**src/hdl/wfrm_pkg.sv**
```systemverilog
// Shared types and constants of the windowed frame rate meter.
package wfrm_pkg;

  // Field widths fixed by the interface.
  localparam int SAMPLE_W = 24;
  localparam int RATE_W   = 26;

  // Largest rate the output field can carry; larger quotients saturate here.
  localparam logic [RATE_W-1:0] RATE_MAX = '1;

  // Microseconds in one second, the scale of the dividend.
  localparam int USEC_PER_SEC = 1000000;

  // Default number of frames in the averaging window.
  localparam int WINDOW_DEFAULT = 60;

  // Controller states.
  typedef enum logic [2:0] {
    ST_IDLE,
    ST_UPDATE,
    ST_DIVIDE,
    ST_FINISH
  } state_t;

  // Commands from the controller to the datapath.
  typedef struct packed {
    logic capture;   // latch the input beat, advance the slot, read the old sample
    logic update;    // fold the new sample into the window sum, write the ring
    logic div_step;  // one restoring division step
    logic load_out;  // move the finished rate into the output register
  } cmd_t;

  // Status from the datapath to the controller.
  typedef struct packed {
    logic div_last;  // the current step produces the last quotient bit
    logic out_full;  // the output register still holds an untaken result
  } status_t;

endpackage

```
**src/hdl/wfrm_ram.sv**
```systemverilog
// Generic single-write, single-read RAM with a registered read port.
module wfrm_ram #(
  parameter int WIDTH = 24,
  parameter int DEPTH = 60
) (
  input  logic                     clk,
  input  logic                     wr_en,
  input  logic [$clog2(DEPTH)-1:0] wr_addr,
  input  logic [WIDTH-1:0]         wr_data,
  input  logic                     rd_en,
  input  logic [$clog2(DEPTH)-1:0] rd_addr,
  output logic [WIDTH-1:0]         rd_data
);

  logic [WIDTH-1:0] mem [DEPTH];

  // Write port.
  always_ff @(posedge clk) begin
    if (wr_en) begin
      mem[wr_addr] <= wr_data;
    end
  end

  // Registered read port.
  always_ff @(posedge clk) begin
    if (rd_en) begin
      rd_data <= mem[rd_addr];
    end
  end

endmodule

```
**src/hdl/wfrm_ctrl.sv**
```systemverilog
// Controller state machine that sequences one beat through update, division and output load.
module wfrm_ctrl (
  input  logic              clk,
  input  logic              rst,
  input  logic              in_valid,
  output logic              in_ready,
  input  logic              out_ready,
  input  wfrm_pkg::status_t status,
  output wfrm_pkg::cmd_t    cmd
);

  wfrm_pkg::state_t state;
  wfrm_pkg::state_t state_next;

  // State register.
  always_ff @(posedge clk) begin
    if (rst) begin
      state <= wfrm_pkg::ST_IDLE;
    end else begin
      state <= state_next;
    end
  end

  // Next state and commands.
  always_comb begin
    state_next = state;
    cmd        = '0;
    in_ready   = 1'b0;
    unique case (state)
      wfrm_pkg::ST_IDLE: begin
        in_ready = 1'b1;
        if (in_valid) begin
          cmd.capture = 1'b1;
          state_next  = wfrm_pkg::ST_UPDATE;
        end
      end
      wfrm_pkg::ST_UPDATE: begin
        cmd.update = 1'b1;
        state_next = wfrm_pkg::ST_DIVIDE;
      end
      wfrm_pkg::ST_DIVIDE: begin
        cmd.div_step = 1'b1;
        if (status.div_last) begin
          state_next = wfrm_pkg::ST_FINISH;
        end
      end
      wfrm_pkg::ST_FINISH: begin
        // Wait until the output register is free or being emptied.
        if (!status.out_full || out_ready) begin
          cmd.load_out = 1'b1;
          state_next   = wfrm_pkg::ST_IDLE;
        end
      end
      default: begin
        state_next = wfrm_pkg::ST_IDLE;
      end
    endcase
  end

endmodule

```
**src/hdl/wfrm_datapath.sv**
```systemverilog
// Datapath: sample ring, running window sum, restoring divider and output register.
module wfrm_datapath #(
  parameter int WINDOW = wfrm_pkg::WINDOW_DEFAULT
) (
  input  logic                        clk,
  input  logic                        rst,
  input  wfrm_pkg::cmd_t              cmd,
  output wfrm_pkg::status_t           status,
  input  logic [wfrm_pkg::SAMPLE_W-1:0] frame_usec,
  output logic                        out_valid,
  input  logic                        out_ready,
  output logic [wfrm_pkg::RATE_W-1:0] frames_per_second
);

  localparam int SLOT_W = $clog2(WINDOW);
  localparam int SUM_W  = wfrm_pkg::SAMPLE_W + $clog2(WINDOW);
  localparam int NUM    = wfrm_pkg::USEC_PER_SEC * WINDOW;
  localparam int NUM_W  = $clog2(NUM + 1);
  localparam int CNT_W  = $clog2(NUM_W);
  localparam logic [NUM_W-1:0]  NUM_VAL  = NUM_W'(NUM);
  localparam logic [SLOT_W-1:0] SLOT_TOP = SLOT_W'(WINDOW - 1);
  localparam logic [CNT_W-1:0]  CNT_TOP  = CNT_W'(NUM_W - 1);

  logic [wfrm_pkg::SAMPLE_W-1:0] sample;
  logic [SLOT_W-1:0]             slot;
  logic [SLOT_W-1:0]             slot_inc;
  logic [SUM_W-1:0]              sum;
  logic [WINDOW-1:0]             slot_valid;
  logic [wfrm_pkg::SAMPLE_W-1:0] ram_rd_data;
  logic [wfrm_pkg::SAMPLE_W-1:0] old_sample;
  logic [SUM_W-1:0]              rem;
  logic [NUM_W-1:0]              num_sh;
  logic [NUM_W-1:0]              quot;
  logic [CNT_W-1:0]              cnt;
  logic [SUM_W:0]                shifted;
  logic [SUM_W:0]                diff;
  logic                          fits;
  logic [31:0]                   quot_ext;
  logic [wfrm_pkg::RATE_W-1:0]   rate_calc;

  // Next ring slot, wrapping at the window size.
  assign slot_inc = (slot == SLOT_TOP) ? '0 : slot + 1'b1;

  // Ring storage; a slot never written since reset reads as zero.
  wfrm_ram #(
    .WIDTH (wfrm_pkg::SAMPLE_W),
    .DEPTH (WINDOW)
  ) u_ring (
    .clk     (clk),
    .wr_en   (cmd.update),
    .wr_addr (slot),
    .wr_data (sample),
    .rd_en   (cmd.capture),
    .rd_addr (slot_inc),
    .rd_data (ram_rd_data)
  );

  assign old_sample = slot_valid[slot] ? ram_rd_data : '0;

  // Control state: slot pointer, window sum, slot valid bits, output flag.
  always_ff @(posedge clk) begin
    if (rst) begin
      slot       <= '0;
      sum        <= '0;
      slot_valid <= '0;
      out_valid  <= 1'b0;
    end else begin
      if (cmd.capture) begin
        slot <= slot_inc;
      end
      if (cmd.update) begin
        sum              <= sum - {{(SUM_W - wfrm_pkg::SAMPLE_W){1'b0}}, old_sample}
                                + {{(SUM_W - wfrm_pkg::SAMPLE_W){1'b0}}, sample};
        slot_valid[slot] <= 1'b1;
      end
      if (cmd.load_out) begin
        out_valid <= 1'b1;
      end else if (out_ready) begin
        out_valid <= 1'b0;
      end
    end
  end

  // One restoring step: bring down the next dividend bit and try the divisor.
  assign shifted = {rem, num_sh[NUM_W-1]};
  assign diff    = shifted - {1'b0, sum};
  assign fits    = (shifted >= {1'b0, sum});

  // Divider registers and the captured sample.
  always_ff @(posedge clk) begin
    if (cmd.capture) begin
      sample <= frame_usec;
    end
    if (cmd.update) begin
      rem    <= '0;
      num_sh <= NUM_VAL;
      quot   <= '0;
      cnt    <= '0;
    end else if (cmd.div_step) begin
      rem    <= fits ? diff[SUM_W-1:0] : shifted[SUM_W-1:0];
      num_sh <= {num_sh[NUM_W-2:0], 1'b0};
      quot   <= {quot[NUM_W-2:0], fits};
      cnt    <= cnt + 1'b1;
    end
  end

  // Final rate: zero for an empty window, saturated to the field width.
  assign quot_ext = 32'(quot);
  always_comb begin
    if (sum == '0) begin
      rate_calc = '0;
    end else if (quot_ext > 32'(wfrm_pkg::RATE_MAX)) begin
      rate_calc = wfrm_pkg::RATE_MAX;
    end else begin
      rate_calc = wfrm_pkg::RATE_W'(quot);
    end
  end

  // Output payload register.
  always_ff @(posedge clk) begin
    if (cmd.load_out) begin
      frames_per_second <= rate_calc;
    end
  end

  assign status.div_last = (cnt == CNT_TOP);
  assign status.out_full = out_valid;

endmodule

```
**src/hdl/windowed_frame_rate_meter_unit.sv**
```systemverilog
// A beat accepted in idle goes through the update state, then the restoring divider, one
// quotient bit a cycle over NUM_W bits, the width of 1000000 * WINDOW (26 bits at the
// default window), and last the finish state, which loads the output register once it is
// free or being emptied; the next beat enters only back in idle, while the result may wait.
// Reset (synchronous, active high) clears the window sum, the slot pointer, the output
// flag and one valid bit per ring slot at once, so the ring reads as all zeros.
module windowed_frame_rate_meter_unit #(
  parameter int WINDOW = wfrm_pkg::WINDOW_DEFAULT
) (
  input  logic                          clk,
  input  logic                          rst,
  input  logic                          in_valid,
  output logic                          in_ready,
  input  logic [wfrm_pkg::SAMPLE_W-1:0] frame_usec,
  output logic                          out_valid,
  input  logic                          out_ready,
  output logic [wfrm_pkg::RATE_W-1:0]   frames_per_second
);

  wfrm_pkg::cmd_t    cmd;
  wfrm_pkg::status_t status;

  // Sequencer.
  wfrm_ctrl u_ctrl (
    .clk       (clk),
    .rst       (rst),
    .in_valid  (in_valid),
    .in_ready  (in_ready),
    .out_ready (out_ready),
    .status    (status),
    .cmd       (cmd)
  );

  // Ring, sum and divider.
  wfrm_datapath #(
    .WINDOW (WINDOW)
  ) u_datapath (
    .clk               (clk),
    .rst               (rst),
    .cmd               (cmd),
    .status            (status),
    .frame_usec        (frame_usec),
    .out_valid         (out_valid),
    .out_ready         (out_ready),
    .frames_per_second (frames_per_second)
  );

endmodule

```
**config.mk**
```make
export PLATFORM = sky130hd
export DESIGN_NAME = windowed_frame_rate_meter_unit
export DESIGN_NICKNAME = d
export VERILOG_FILES = /design/src/hdl/wfrm_pkg.sv /design/src/hdl/wfrm_ram.sv /design/src/hdl/wfrm_ctrl.sv /design/src/hdl/wfrm_datapath.sv /design/src/hdl/windowed_frame_rate_meter_unit.sv
export SDC_FILE = /design/constraint.sdc
export NUM_CORES = 2
export LEC_CHECK = 0
export CAP_MARGIN = 20
export CORE_ASPECT_RATIO = 0.75
export CORE_MARGIN = 1
export CORE_UTILIZATION = 55
export DETAILED_ROUTE_END_ITERATION = 10
export DONT_BUFFER_PORTS = 1
export PLACE_DENSITY = 0.77
export SYNTH_ARGS = -nofsm -noshare
export SYNTH_HDL_FRONTEND = slang
export SYNTH_SLANG_ARGS = --single-unit
export TNS_END_PERCENT = 5
```
**constraint.sdc**
```tcl
create_clock -name clk -period 6.6 [get_ports clk]
set_input_delay 0.66 -clock clk [delete_from_list [all_inputs] [get_ports clk]]
set_output_delay 0.66 -clock clk [all_outputs]
set_load 0.02 [all_outputs]
```
==> impl_results.md <==
* Worst Skew at ~28 ps
* WL final at 183200 um
* Layout cells sized above 1 at 11.42%
* Antenna Cells at 0
* Worst EP arrival at 6450 ps
* Crit-path max FO at 24
* Worst-path clk slew at 60 ps
* Ys Warns at 0
* Layout net count at 5196
* Final GP Congestion at between 0.9 and 1
* CTS root buf: clkbuf_16
* Clock latency on the worst-skew pair at 800 ps
* CP Class: reg -> reg
* Syn nets at 5190
* DR pass1 iterations at 6
* First-pass GRT wire length at approximately 270000 um
* Minimum clock period at 5756 ps
* Die footprint at around 130000 um2
* PwrDens at between 400 and 500 nW/um2
* Worst Setup Start Kind: flop
* Vias per cell at 6.392
* CP Data Required Time at 7300 ps
* Maximum clock path buffer count at 3
* Total of max-cap violations at 0
* Initial antenna violation count at 7
* Post-CTS sizing at 0
* Post-Route Setup TNS at 0 ps
* Wire length per cell at 26.75 um
* P_leak at 26.58 nW
* Main flop type after synthesis: edfxtp_1
* Hold slack at approximately 110 ps
* Sequential-to-total area share from yosys stat at 70.17%
* RSZ-0062 raised after global routing: false
* Count of pins over their slew limit at 0
* Avg Inst Size Synth at between 10 and 15 um2
* Asr flop ratio synth at 0%
* Congestion Overflow GR at 0
* Via Count at roughly 44k
* Starting density of the core at a little under three fifths
* Number of remaining DRC errors at 0
* IO Pins at 56
* Largest net degree at the start of global routing at 169
* Fin. Hold Viols at 0
* Antenna Nets Post-Route at 0
* Slew @ Worst Pin at 1181 ps
* Synthesized area at 69870 um2
* Worst Hold Class: in -> reg
* Slew HR at 20.76%
* Die height at 310.7 um
* Post-synthesis cell count at 5066
* CP endpoint kind: flop
* Vias in the first global route at 41.65k
* CTS tree: yes
* CTS Buf Count at 150
* Chip Width at 413.6 um
* Iter 0 DRT Violations at approximately 6.6k
* Run status: completed
* Post-route non-filler standard cell count at 6847
* # setup viols final at 0
* Final-layout fill cell count at around 8.8k
* Area of the core at 125100 um2
* Final worst-path cycle share at 87.22%
* Hpwl dp at 105100 um
* FMAX at 0.1737 GHz
* PortBufs at 0
* Cells after DPL at 6546
* Tot GR Track Use at around 28%
* Row count at 112
* Peak VDD IR at 0.0004127 V
* Clock sinks at between 1.5k and 2k
* Seq cells post-synth at 1692
* Postcts setup bufs at 0
* H-tree Lvls at 4
* EDFF count, synth at 1514
* Unique masters post-synth at 80
* Area growth, synth to finish at 10.39%
-- metrics by stage --
stage	setup slack [ps]	area, um2	utilization [%]	power [mW]
floorplan	1782	69870	-	20.98
global placement	999.5	71970	57.51	24.40
detailed placement	919.6	72000	57.53	24.61
CTS	914.2	77130	61.63	33.30
global route	493.8	77130	61.64	34.85
finish	843.7	77130	61.64	33.59
-- final timing paths --
check | startpoint | end | slack [ps] | cells past startpoint
max | u_datapath.slot[2]$_SDFFE_PP0P_ | u_datapath.sum[29]$_SDFFE_PP0P_ | 840 | 19
max reg2reg | u_datapath.slot[2]$_SDFFE_PP0P_ | u_datapath.sum[29]$_SDFFE_PP0P_ | 840 | 19
min reg2reg | u_datapath.num_sh[8]$_SDFFE_PP1P_ | u_datapath.num_sh[8]$_SDFFE_PP1P_ | 460 | 1
min | out_ready | u_datapath.out_valid$_SDFFE_PP0P_ | 110 | 3
-- layout make-up --
cell class              count  area [um2]  area share (%)
clock buffers             187        3985           5.166
well taps                1653        2068           2.681
flip-flops and latches   1692       49030           63.56
inverters                 122       457.9          0.5937
clock inverters            87       865.8           1.123
repair buffers            169        1519           1.969
multi-input cells        2937       19210           24.90
-- registers in the layout (all words and copies together), names as in the netlist, 2 cells and up --
register,count
u_ctrl.state,2
u_datapath.frames_per_second,26
u_datapath.sample,24
u_datapath.slot_valid,60
u_datapath.u_ring.mem,1440
u_datapath.rem,30
u_datapath.cnt,5
u_datapath.num_sh,18
u_datapath.quot,26
u_datapath.sum,30
u_datapath.u_ring.rd_data,24
u_datapath.slot,6
-- Yosys cell counts (13+ instances only) --
master	count	share of area, %
edfxtp_1	1514	65
nand2_1	1002	5.4
nor2_1	336	1.8
nand3_1	270	1.9
dfxtp_1	178	5.1
a311oi_1	159	2.0
clkbuf_1	150	0.81
and3_1	139	1.2
mux4_2	138	4.4
inv_1	120	0.64
buf_2	112	0.80
mux2i_1	75	1.1
ha_1	71	1.3
a21oi_1	65	0.47
o21ai_0	65	0.47
a211oi_1	61	0.66
a31oi_1	61	0.55
a211o_1	49	0.61
nor2b_1	41	0.37
nor4_1	36	0.32
a21o_1	32	0.34
and2_1	32	0.29
o211ai_1	32	0.34
xnor2_1	32	0.40
buf_4	25	0.27
fa_1	25	0.72
nor3_1	24	0.17
a22o_1	23	0.29
buf_1	20	0.11
nand4_1	15	0.13
xor2_1	15	0.19
o21ai_1	14	0.10
o21a_1	13	0.14
-- cell families after synthesis --
group	Yosys count	share of synthesized area, %
adders and majority gates	96	1.988
muxes	215	5.555
DFF	1692	70.17
and+or+nand+nor	1933	12.05
buffers and inverters	437	2.759
xor gates and xnor gates	47	0.5891
AOI/OAI and AO/OA	646	6.892
-- placed cells by master, fill, tap and decap left out, drive strengths merged, types with 23 or more instances in the layout --
cell type	count
dlygate4sd3	25
nor4	37
ha	71
a21o	32
nor3	24
clkinv	63
nand2	1002
o21ai	81
a31oi	61
nand3	271
a211o	49
a211oi	63
mux4	138
dfxtp	178
clkbuf	188
a22o	23
a311oi	159
xnor2	32
nor2b	42
edfxtp	1514
nor2	336
and2	32
and3	139
inv	132
a21oi	66
buf	143
o211ai	32
fa	25
mux2i	75
-- where the power goes --
| part | switching (mW) | leakage, nW | total [mW] | internal, mW |
|---|---|---|---|---|
| Clock | 3.94 | 2.38 | 8.75 | 4.81 |
| Combinational | 7.98 | 9.10 | 11.8 | 3.84 |
| Sequential | 0.317 | 15.1 | 13.0 | 12.7 |
-- per-layer routing --
metal | part of all wire (%) | global-route usage, %
met2 | 44 | 40.56
met4 | 3.0 | 9.619
met1 | 40 | 41.73
met5 | 0.0098 | 0
met3 | 13 | 7.893
-- critical path: stages, from the launching register on --
cell,delay [ps]
dfxtp_2,710
buf_4,340
mux4_2,330
mux2i_1,160
nor2_1,70
a311oi_1,370
o211ai_1,190
buf_4,250
and2_1,200
fa_1,490
inv_1,40
ha_1,410
nand2_1,80
o21ai_1,360
a21boi_0,240
a31oi_1,320
a41oi_1,270
o41ai_1,430
xor2_1,110
a211oi_1,270
-- what timing repair did --
action                                  CTS  global route
hold buffers                             26             0
endpoints found under the setup margin    0             0
hold endpoints to repair                121             0
Note: power is estimated with default switching activity, not from simulation.
